**config.mk**
```make
export PLATFORM = sky130hd
export DESIGN_NAME = rc_pulse_switch_decoder_unit
export DESIGN_NICKNAME = d
export VERILOG_FILES = /design/src/hdl/psw_pkg.sv /design/src/hdl/psw_cfg_regs.sv /design/src/hdl/psw_decode.sv /design/src/hdl/rc_pulse_switch_decoder_unit.sv
export SDC_FILE = /design/constraint.sdc
export NUM_CORES = 1
export LEC_CHECK = 0
export BUFFER_PORTS_ARGS = -buffer_cell sky130_fd_sc_hd__buf_2
export CORE_MARGIN = 5
export CORE_UTILIZATION = 39
export DETAILED_ROUTE_END_ITERATION = 10
export SYNTH_ARGS = -nofsm -noshare
export SYNTH_HDL_FRONTEND = slang
export SYNTH_SLANG_ARGS = --single-unit
```
**constraint.sdc**
```tcl
create_clock -name clk -period 3.5 [get_ports clk]
set_clock_uncertainty 0.2 [all_clocks]
set_input_delay 0.35 -clock clk [delete_from_list [all_inputs] [get_ports clk]]
set_output_delay 0.35 -clock clk [all_outputs]
set_load 0.01 [all_outputs]
```
**src/hdl/psw_pkg.sv**
```systemverilog
package psw_pkg;

	// Width of the pulse timer. The timer saturates at its all-ones value.
	localparam int WIDTH_BITS = 12;

	// Width of the configuration registers and of the reported pulse width.
	localparam int REG_BITS = 12;
	localparam int OUT_BITS = 12;
	localparam int INDEX_BITS = 3;

	localparam logic [WIDTH_BITS-1:0] COUNT_MAX = {WIDTH_BITS{1'b1}};
	localparam logic [OUT_BITS-1:0] OUT_MAX = {OUT_BITS{1'b1}};

	// Decode modes. The unused code behaves as toggle mode.
	localparam logic [1:0] MODE_THREE = 2'd0;
	localparam logic [1:0] MODE_DIRECT = 2'd1;
	localparam logic [1:0] MODE_TOGGLE = 2'd2;

	// Configuration register indexes.
	localparam logic [INDEX_BITS-1:0] REG_MODE = 3'd0;
	localparam logic [INDEX_BITS-1:0] REG_MIN_VALID = 3'd1;
	localparam logic [INDEX_BITS-1:0] REG_LOW_LIMIT = 3'd2;
	localparam logic [INDEX_BITS-1:0] REG_MID_LIMIT = 3'd3;
	localparam logic [INDEX_BITS-1:0] REG_SPLIT = 3'd4;

	// Reset values of the configuration registers.
	localparam logic [REG_BITS-1:0] MIN_VALID_RST = 12'd900;
	localparam logic [REG_BITS-1:0] LOW_LIMIT_RST = 12'd1333;
	localparam logic [REG_BITS-1:0] MID_LIMIT_RST = 12'd1666;
	localparam logic [REG_BITS-1:0] SPLIT_RST = 12'd1550;

	typedef struct packed {
		logic [1:0]          mode;
		logic [REG_BITS-1:0] min_valid;
		logic [REG_BITS-1:0] low_limit;
		logic [REG_BITS-1:0] mid_limit;
		logic [REG_BITS-1:0] split;
	} psw_cfg_t;

endpackage

```
**src/hdl/psw_cfg_regs.sv**
```systemverilog
module psw_cfg_regs
	import psw_pkg::*;
(
	input  logic                  clk,
	input  logic                  arst_n,
	input  logic                  cfg_we,
	input  logic [INDEX_BITS-1:0] cfg_index,
	input  logic [REG_BITS-1:0]   cfg_data,
	output psw_cfg_t              cfg
);

	psw_cfg_t cfg_q;

	always_ff @(posedge clk or negedge arst_n) begin
		if (!arst_n) begin
			cfg_q.mode      <= MODE_THREE;
			cfg_q.min_valid <= MIN_VALID_RST;
			cfg_q.low_limit <= LOW_LIMIT_RST;
			cfg_q.mid_limit <= MID_LIMIT_RST;
			cfg_q.split     <= SPLIT_RST;
		end else if (cfg_we) begin
			case (cfg_index)
				REG_MODE:      cfg_q.mode      <= cfg_data[1:0];
				REG_MIN_VALID: cfg_q.min_valid <= cfg_data;
				REG_LOW_LIMIT: cfg_q.low_limit <= cfg_data;
				REG_MID_LIMIT: cfg_q.mid_limit <= cfg_data;
				REG_SPLIT:     cfg_q.split     <= cfg_data;
				default: begin
				end
			endcase
		end
	end

	assign cfg = cfg_q;

endmodule

```
**src/hdl/psw_decode.sv**
```systemverilog
module psw_decode
	import psw_pkg::*;
(
	input  logic                clk,
	input  logic                arst_n,
	input  logic                step,
	input  logic                level,
	input  logic                take_in,
	input  psw_cfg_t            cfg,
	output logic [1:0]          position,
	output logic                pending,
	output logic [OUT_BITS-1:0] measured_width
);

	logic [WIDTH_BITS-1:0] cnt_q, cnt_d;
	logic                  start_q, start_d;
	logic                  prev_q;
	logic [1:0]            pos_q, pos_d;
	logic                  pend_q, pend_d;
	logic                  rest_q, rest_d;
	logic                  seen_q, seen_d;
	logic                  first_q, first_d;
	logic [OUT_BITS-1:0]   last_w_q, last_w_d;

	logic                  wide_ok;
	logic                  toggle_lvl;

	always_comb begin
		cnt_d      = cnt_q;
		start_d    = start_q;
		pos_d      = pos_q;
		pend_d     = pend_q & ~take_in;
		rest_d     = rest_q;
		seen_d     = seen_q;
		first_d    = first_q;
		last_w_d   = last_w_q;
		wide_ok    = cnt_q > WIDTH_BITS'(cfg.min_valid);
		toggle_lvl = 1'b0;

		if (level) begin
			if (!prev_q) begin
				cnt_d   = WIDTH_BITS'(1);
				start_d = 1'b1;
			end else if (cnt_q != COUNT_MAX) begin
				cnt_d = cnt_q + WIDTH_BITS'(1);
			end
		end else if (prev_q && start_q && !pend_d) begin
			// Falling edge of a timed pulse with nothing pending: decode it.
			start_d = 1'b0;
			if (cnt_q > WIDTH_BITS'(OUT_MAX)) begin
				last_w_d = OUT_MAX;
			end else begin
				last_w_d = cnt_q[OUT_BITS-1:0];
			end

			case (cfg.mode)
				MODE_THREE: begin
					if (wide_ok) begin
						if (cnt_q <= WIDTH_BITS'(cfg.low_limit)) begin
							pos_d = 2'd0;
						end else if (cnt_q <= WIDTH_BITS'(cfg.mid_limit)) begin
							pos_d = 2'd1;
						end else begin
							pos_d = 2'd2;
						end
						pend_d = 1'b1;
					end
				end
				MODE_DIRECT: begin
					if (wide_ok) begin
						pos_d = (cnt_q < WIDTH_BITS'(cfg.split)) ? 2'd0 : 2'd1;
					end
					// A short pulse keeps the position but still marks it pending.
					pend_d = 1'b1;
				end
				default: begin
					if (wide_ok) begin
						pos_d = (cnt_q < WIDTH_BITS'(cfg.split)) ? 2'd0 : 2'd1;
					end
					toggle_lvl = (pos_d != 2'd0);
					if (first_q) begin
						// The first decoded pulse defines the rest level.
						first_d = 1'b0;
						rest_d  = toggle_lvl;
						seen_d  = toggle_lvl;
					end else begin
						if (seen_q == rest_q && seen_q != toggle_lvl) begin
							pend_d = 1'b1;
						end
						seen_d = toggle_lvl;
					end
				end
			endcase
		end
	end

	always_ff @(posedge clk or negedge arst_n) begin
		if (!arst_n) begin
			cnt_q    <= '0;
			start_q  <= 1'b0;
			prev_q   <= 1'b0;
			pos_q    <= 2'd0;
			pend_q   <= 1'b0;
			rest_q   <= 1'b0;
			seen_q   <= 1'b0;
			first_q  <= 1'b1;
			last_w_q <= '0;
		end else if (step) begin
			cnt_q    <= cnt_d;
			start_q  <= start_d;
			prev_q   <= level;
			pos_q    <= pos_d;
			pend_q   <= pend_d;
			rest_q   <= rest_d;
			seen_q   <= seen_d;
			first_q  <= first_d;
			last_w_q <= last_w_d;
		end
	end

	assign position       = pos_q;
	assign pending        = pend_q;
	assign measured_width = last_w_q;

endmodule

```
**src/hdl/rc_pulse_switch_decoder_unit.sv**
```systemverilog
// RC pulse switch decoder. Each input item is one microsecond tick carrying the
// sampled receiver pin level and a take strobe, and each item yields exactly one
// result item: the decoded switch position, the pending flag and the width of the
// last decoded pulse. High pulses are timed with a saturating counter from the
// rising edge; on the falling edge, when no position is pending, the width is
// decoded in three-position, two-position direct or two-position toggle mode.
// The block accepts one item in every cycle unless the result side stalls: the
// item is captured in an input register, and then a single pass of compare and
// select logic updates the decoder state, whose position, pending and width
// registers are the result register. A stalled result holds back only the input
// register, so the input side keeps flowing until both registers are full. The
// user must write configuration registers through the plain write port while the
// block is idle (not enforced by the block); there is no start-up clearing pass.
module rc_pulse_switch_decoder_unit
	import psw_pkg::*;
(
	input  logic                  clk,
	input  logic                  arst_n,

	input  logic                  in_valid,
	output logic                  in_stall,
	input  logic                  pin_level,
	input  logic                  take,

	output logic                  out_valid,
	input  logic                  out_stall,
	output logic [1:0]            position,
	output logic                  pending,
	output logic [OUT_BITS-1:0]   measured_width,

	input  logic                  cfg_we,
	input  logic [INDEX_BITS-1:0] cfg_index,
	input  logic [REG_BITS-1:0]   cfg_data
);

	psw_cfg_t cfg;

	logic s1_valid;
	logic pin_level_s1;
	logic take_s1;
	logic out_valid_q;
	logic advance;

	// The input register moves into the result stage whenever that stage is empty
	// or its result is being taken in this cycle.
	assign advance  = s1_valid && (!out_valid_q || !out_stall);
	assign in_stall = s1_valid && !advance;

	always_ff @(posedge clk or negedge arst_n) begin
		if (!arst_n) begin
			s1_valid <= 1'b0;
		end else if (!in_stall) begin
			s1_valid <= in_valid;
		end
	end

	always_ff @(posedge clk) begin
		if (in_valid && !in_stall) begin
			pin_level_s1 <= pin_level;
			take_s1      <= take;
		end
	end

	always_ff @(posedge clk or negedge arst_n) begin
		if (!arst_n) begin
			out_valid_q <= 1'b0;
		end else if (advance) begin
			out_valid_q <= 1'b1;
		end else if (!out_stall) begin
			out_valid_q <= 1'b0;
		end
	end

	assign out_valid = out_valid_q;

	psw_cfg_regs u_cfg (
		.clk       (clk),
		.arst_n    (arst_n),
		.cfg_we    (cfg_we),
		.cfg_index (cfg_index),
		.cfg_data  (cfg_data),
		.cfg       (cfg)
	);

	// The decoder state only moves when an item enters the result stage, so its
	// output registers always hold the result of the newest item.
	psw_decode u_decode (
		.clk            (clk),
		.arst_n         (arst_n),
		.step           (advance),
		.level          (pin_level_s1),
		.take_in        (take_s1),
		.cfg            (cfg),
		.position       (position),
		.pending        (pending),
		.measured_width (measured_width)
	);

	// The input side stalls only when both stages hold an item.
	assert property (@(posedge clk) disable iff (!arst_n)
		in_stall |-> (s1_valid && out_valid_q && out_stall))
		else $error("input stalled while a stage was free");

	// Pending can only be raised when an item enters the result stage. A take on
	// the falling edge clears the old flag first, so that item may raise it again.
	assert property (@(posedge clk) disable iff (!arst_n)
		$rose(pending) |-> $past(advance))
		else $error("pending raised without an advancing item");

	// The reported width changes only when an item enters the result stage.
	assert property (@(posedge clk) disable iff (!arst_n)
		!$stable(measured_width) |-> $past(advance))
		else $error("measured width changed without an item");

	// Position 3 is never decoded.
	assert property (@(posedge clk) disable iff (!arst_n)
		out_valid |-> (position != 2'd3))
		else $error("invalid position code");

endmodule

```
==> flow_metrics.env <==
export IMPL_dr_wl_met2_um=4410
export IMPL_coreArea_um2=11500
export IMPL_critical_path_class="flip-flop to flip-flop"
export IMPL_nets=566
export IMPL_vias_per_cell=5.11
export IMPL_routedWlPerCell_um=15.7
export IMPL_clockBufferDepth=2
export IMPL_path_max_fanout=4
export IMPL_wl_met3_um=478
export IMPL_place_ws_ns=0.912
export IMPL_drc_errors=0
export IMPL_finalHoldViolCount=0
export IMPL_synth_top_area_cell="dfrtp_1"
export IMPL_hpwlAfterDp_um=7620
export IMPL_synth_area_top_cells="dfrtp_1 35%, ha_1 13%, dfstp_2 11%"
export IMPL_synth_distinct_cells=41
export IMPL_grt_pass1_wl_um=17300
export IMPL_synthCells=448
export IMPL_finalInstanceArea_um2=5330
export IMPL_hold_class="input port to flip-flop"
export IMPL_dr_pass1_iters=4
export IMPL_die_x_um=119
export IMPL_synth_seq_area_share_pct=47.6
export IMPL_outcome="complete, no violations"
export IMPL_p_per_area_nw_per_um2=555
export IMPL_syn_nets=518
export IMPL_top_layer="met4"
export IMPL_slowest_delay_ns=0.51
export IMPL_min_period_over_period_pct=75.2
export IMPL_initial_utilization_pct=40.1
export IMPL_clk_pin_slew_ns=0.07
export IMPL_post_cts_buffers=0
export IMPL_async_flop_share_pct=97.7
export IMPL_cp_top_family="multiplexers"
export IMPL_die_area_um2=14100
export IMPL_ios=39
export IMPL_cp_cell_sequence="inv_1 > ha_1 > a211oi_1 > nor2_1 > nor4_1 > a221o_1 > mux2_4 > mux2_2"
export IMPL_num_rows=39
export IMPL_num_vias=3291
export IMPL_first_iter_violations=179
export IMPL_wl_met1_um=5030
export IMPL_gp_congestion=0.822
export IMPL_cp_data_arrival_time_ns=2.66
export IMPL_setup_viol=0
export IMPL_drive_gt1_share_pct=23.2
export IMPL_synth_avg_cell_area_um2=10.3
export IMPL_cts_inserted_buffers=9
export IMPL_syn_to_final_growth_pct=16.1
export IMPL_crit_path_top_delay_cell="dfstp_2"
export IMPL_synth_seq_cells=86
export IMPL_io_buffers=38
export IMPL_antennaDiodeCount=0
export IMPL_worst_pin_slew_ns=0.781
export IMPL_endpoint_kind="flip-flop"
export IMPL_antenna_found_initial=0
export IMPL_cp_num_buf_inv=1
export IMPL_cts_tree="done"
export IMPL_maxSlewHeadroom_pct=47.9
export IMPL_leakagePower_nw=2.60
export IMPL_fin_ws_ns=0.868
export IMPL_postRouteAntennaNets=0
export IMPL_fmax_mhz=380
export IMPL_ys_flop_type="dfrtp_1"
export IMPL_setup_tns_ns=0
export IMPL_postLayoutCoreUtil_pct=46.5
export IMPL_root_buffer="clkbuf_16"
export IMPL_die_h_um=119
export IMPL_h_tree_depth=3
export IMPL_fin_crit_ns=2.63
export IMPL_ir_worst_vdd_mv=0.321
export IMPL_clock_latency_ns=0.34
export IMPL_cap_violations=0
export IMPL_final_max_slew_viol_count=0
export IMPL_gr_usage_all_layers_pct=15.3
export IMPL_rsz0062_at_grt="false"
export IMPL_cts_resized=0
export IMPL_syn_area_um2=4590
export IMPL_synth_common_cells="64 x dfrtp_1, 51 x inv_1, 49 x nand2_1"
export IMPL_grt_max_degree=37
export IMPL_clock_sinks=86
export IMPL_crit_required_ns=3.53
export IMPL_synth_edf_count=2
export IMPL_grt_remaining_overflow=0
export IMPL_synth_most_common_cell="dfrtp_1"
export IMPL_start_kind="flip-flop"
export IMPL_wl_um=10100
export IMPL_synth_top_area_share_pct=34.9
export IMPL_grt_pass1_vias=3388
export IMPL_ys_warn_count=0
export IMPL_place_area_um2=4970
-- placed cells by master (no fill, tap or decap), types with 2 or more instances in the layout --
cell type      instances
dfrtp_1               64
inv_1                 51
nand2_1               49
ha_1                  48
o21ai_0               46
buf_2                 37
mux2_2                31
nor2_1                25
dfstp_2               20
a21oi_1               17
nand4_1               15
a21o_1                10
clkbuf_16              9
nand3_1                8
buf_4                  7
nor2b_1                6
a211oi_1               6
nor3_1                 4
xnor2_1                4
xor2_1                 4
o211ai_1               3
dlygate4sd3_1          3
and2_1                 2
nor4_1                 2
a211o_1                2
o21a_1                 2
or3_1                  2
clkbuf_8               2
clkbuf_1               2
bufinv_16              2
edfxtp_1               2
-- power by group --
group,switching (mW),total (mW),leakage (nW),internal (mW)
Combinational,0.353,0.622,1.40,0.269
Sequential,0.0966,1.29,1.04,1.20
Clock,0.382,1.05,0.156,0.665
-- sequential cells by signal, summed over array words and instances (netlist names), 2 cells and up --
name,flops
u_decode.position,2
u_decode.cnt_q,12
u_cfg.cfg,50
u_decode.measured_width,12
-- final cells by class --
class	count	area [um2]
Tap cell	143	179
Multi-Input combinational cell	301	2180
Inverter	51	191
Fill cell	1094	6130
Clock inverter	3	67.6
Sequential cell	86	2190
Clock buffer	13	260
Timing Repair Buffer	47	268
-- final timing paths --
check / from / end / slack (ns) / cells past startpoint
worst min register to register: s1_valid / out_valid / 0.28 / 1
worst max-delay path: u_cfg.cfg[45] / u_decode.rest_q / 0.87 / 8
worst min-delay path: in_valid / s1_valid / 0.02 / 2
max in group asynchronous: arst_n / u_cfg.cfg[24] / 2.04 / 3
worst max register to register: u_cfg.cfg[45] / u_decode.rest_q / 0.87 / 8
min in group asynchronous: arst_n / u_cfg.cfg[18] / 0.31 / 2
-- what timing repair did --
action | CTS | global route
setup endpoints to repair | 0 | 0
hold buffers | 3 | 0
hold endpoints to repair | 27 | 0
-- through the flow --
step / hold WS (ns) / total power, mW / cells
2_1_floorplan: -0.146 / 1.71 / 448
3_3_place_gp: 0.134 / 1.91 / 625
3_5_place_dp: 0.138 / 1.93 / 625
4_1_cts: 0.0118 / 2.99 / 644
5_1_grt: 0.0368 / 3.15 / 644
6_report: 0.0196 / 2.96 / 644
-- worst register-to-register path, cell delays in order (launching register included) --
cell	delay, ns
dfstp_2	0.51
inv_1	0.04
ha_1	0.31
a211oi_1	0.21
nor2_1	0.09
nor4_1	0.27
a221o_1	0.29
mux2_4	0.34
mux2_2	0.27
-- routing by layer --
metal / vias up / GRT usage [%]
li1: 1650 / -
met1: 1559 / 21.1
met2: 64 / 23.0
met3: 18 / 4.30
met4: 0 / 5.53
met5: - / 0
-- kinds of logic after synthesis --
kind of cell / synth area share (%)
AOI/OAI and AO/OA: 12.4
muxes: 7.92
DFF: 47.6
buffers and inverters: 5.07
xor gates and xnor gates: 1.52
adders and majority gates: 13.1
and+or+nand+nor: 12.4
No activity file was read; power rests on OpenSTA's default activity.
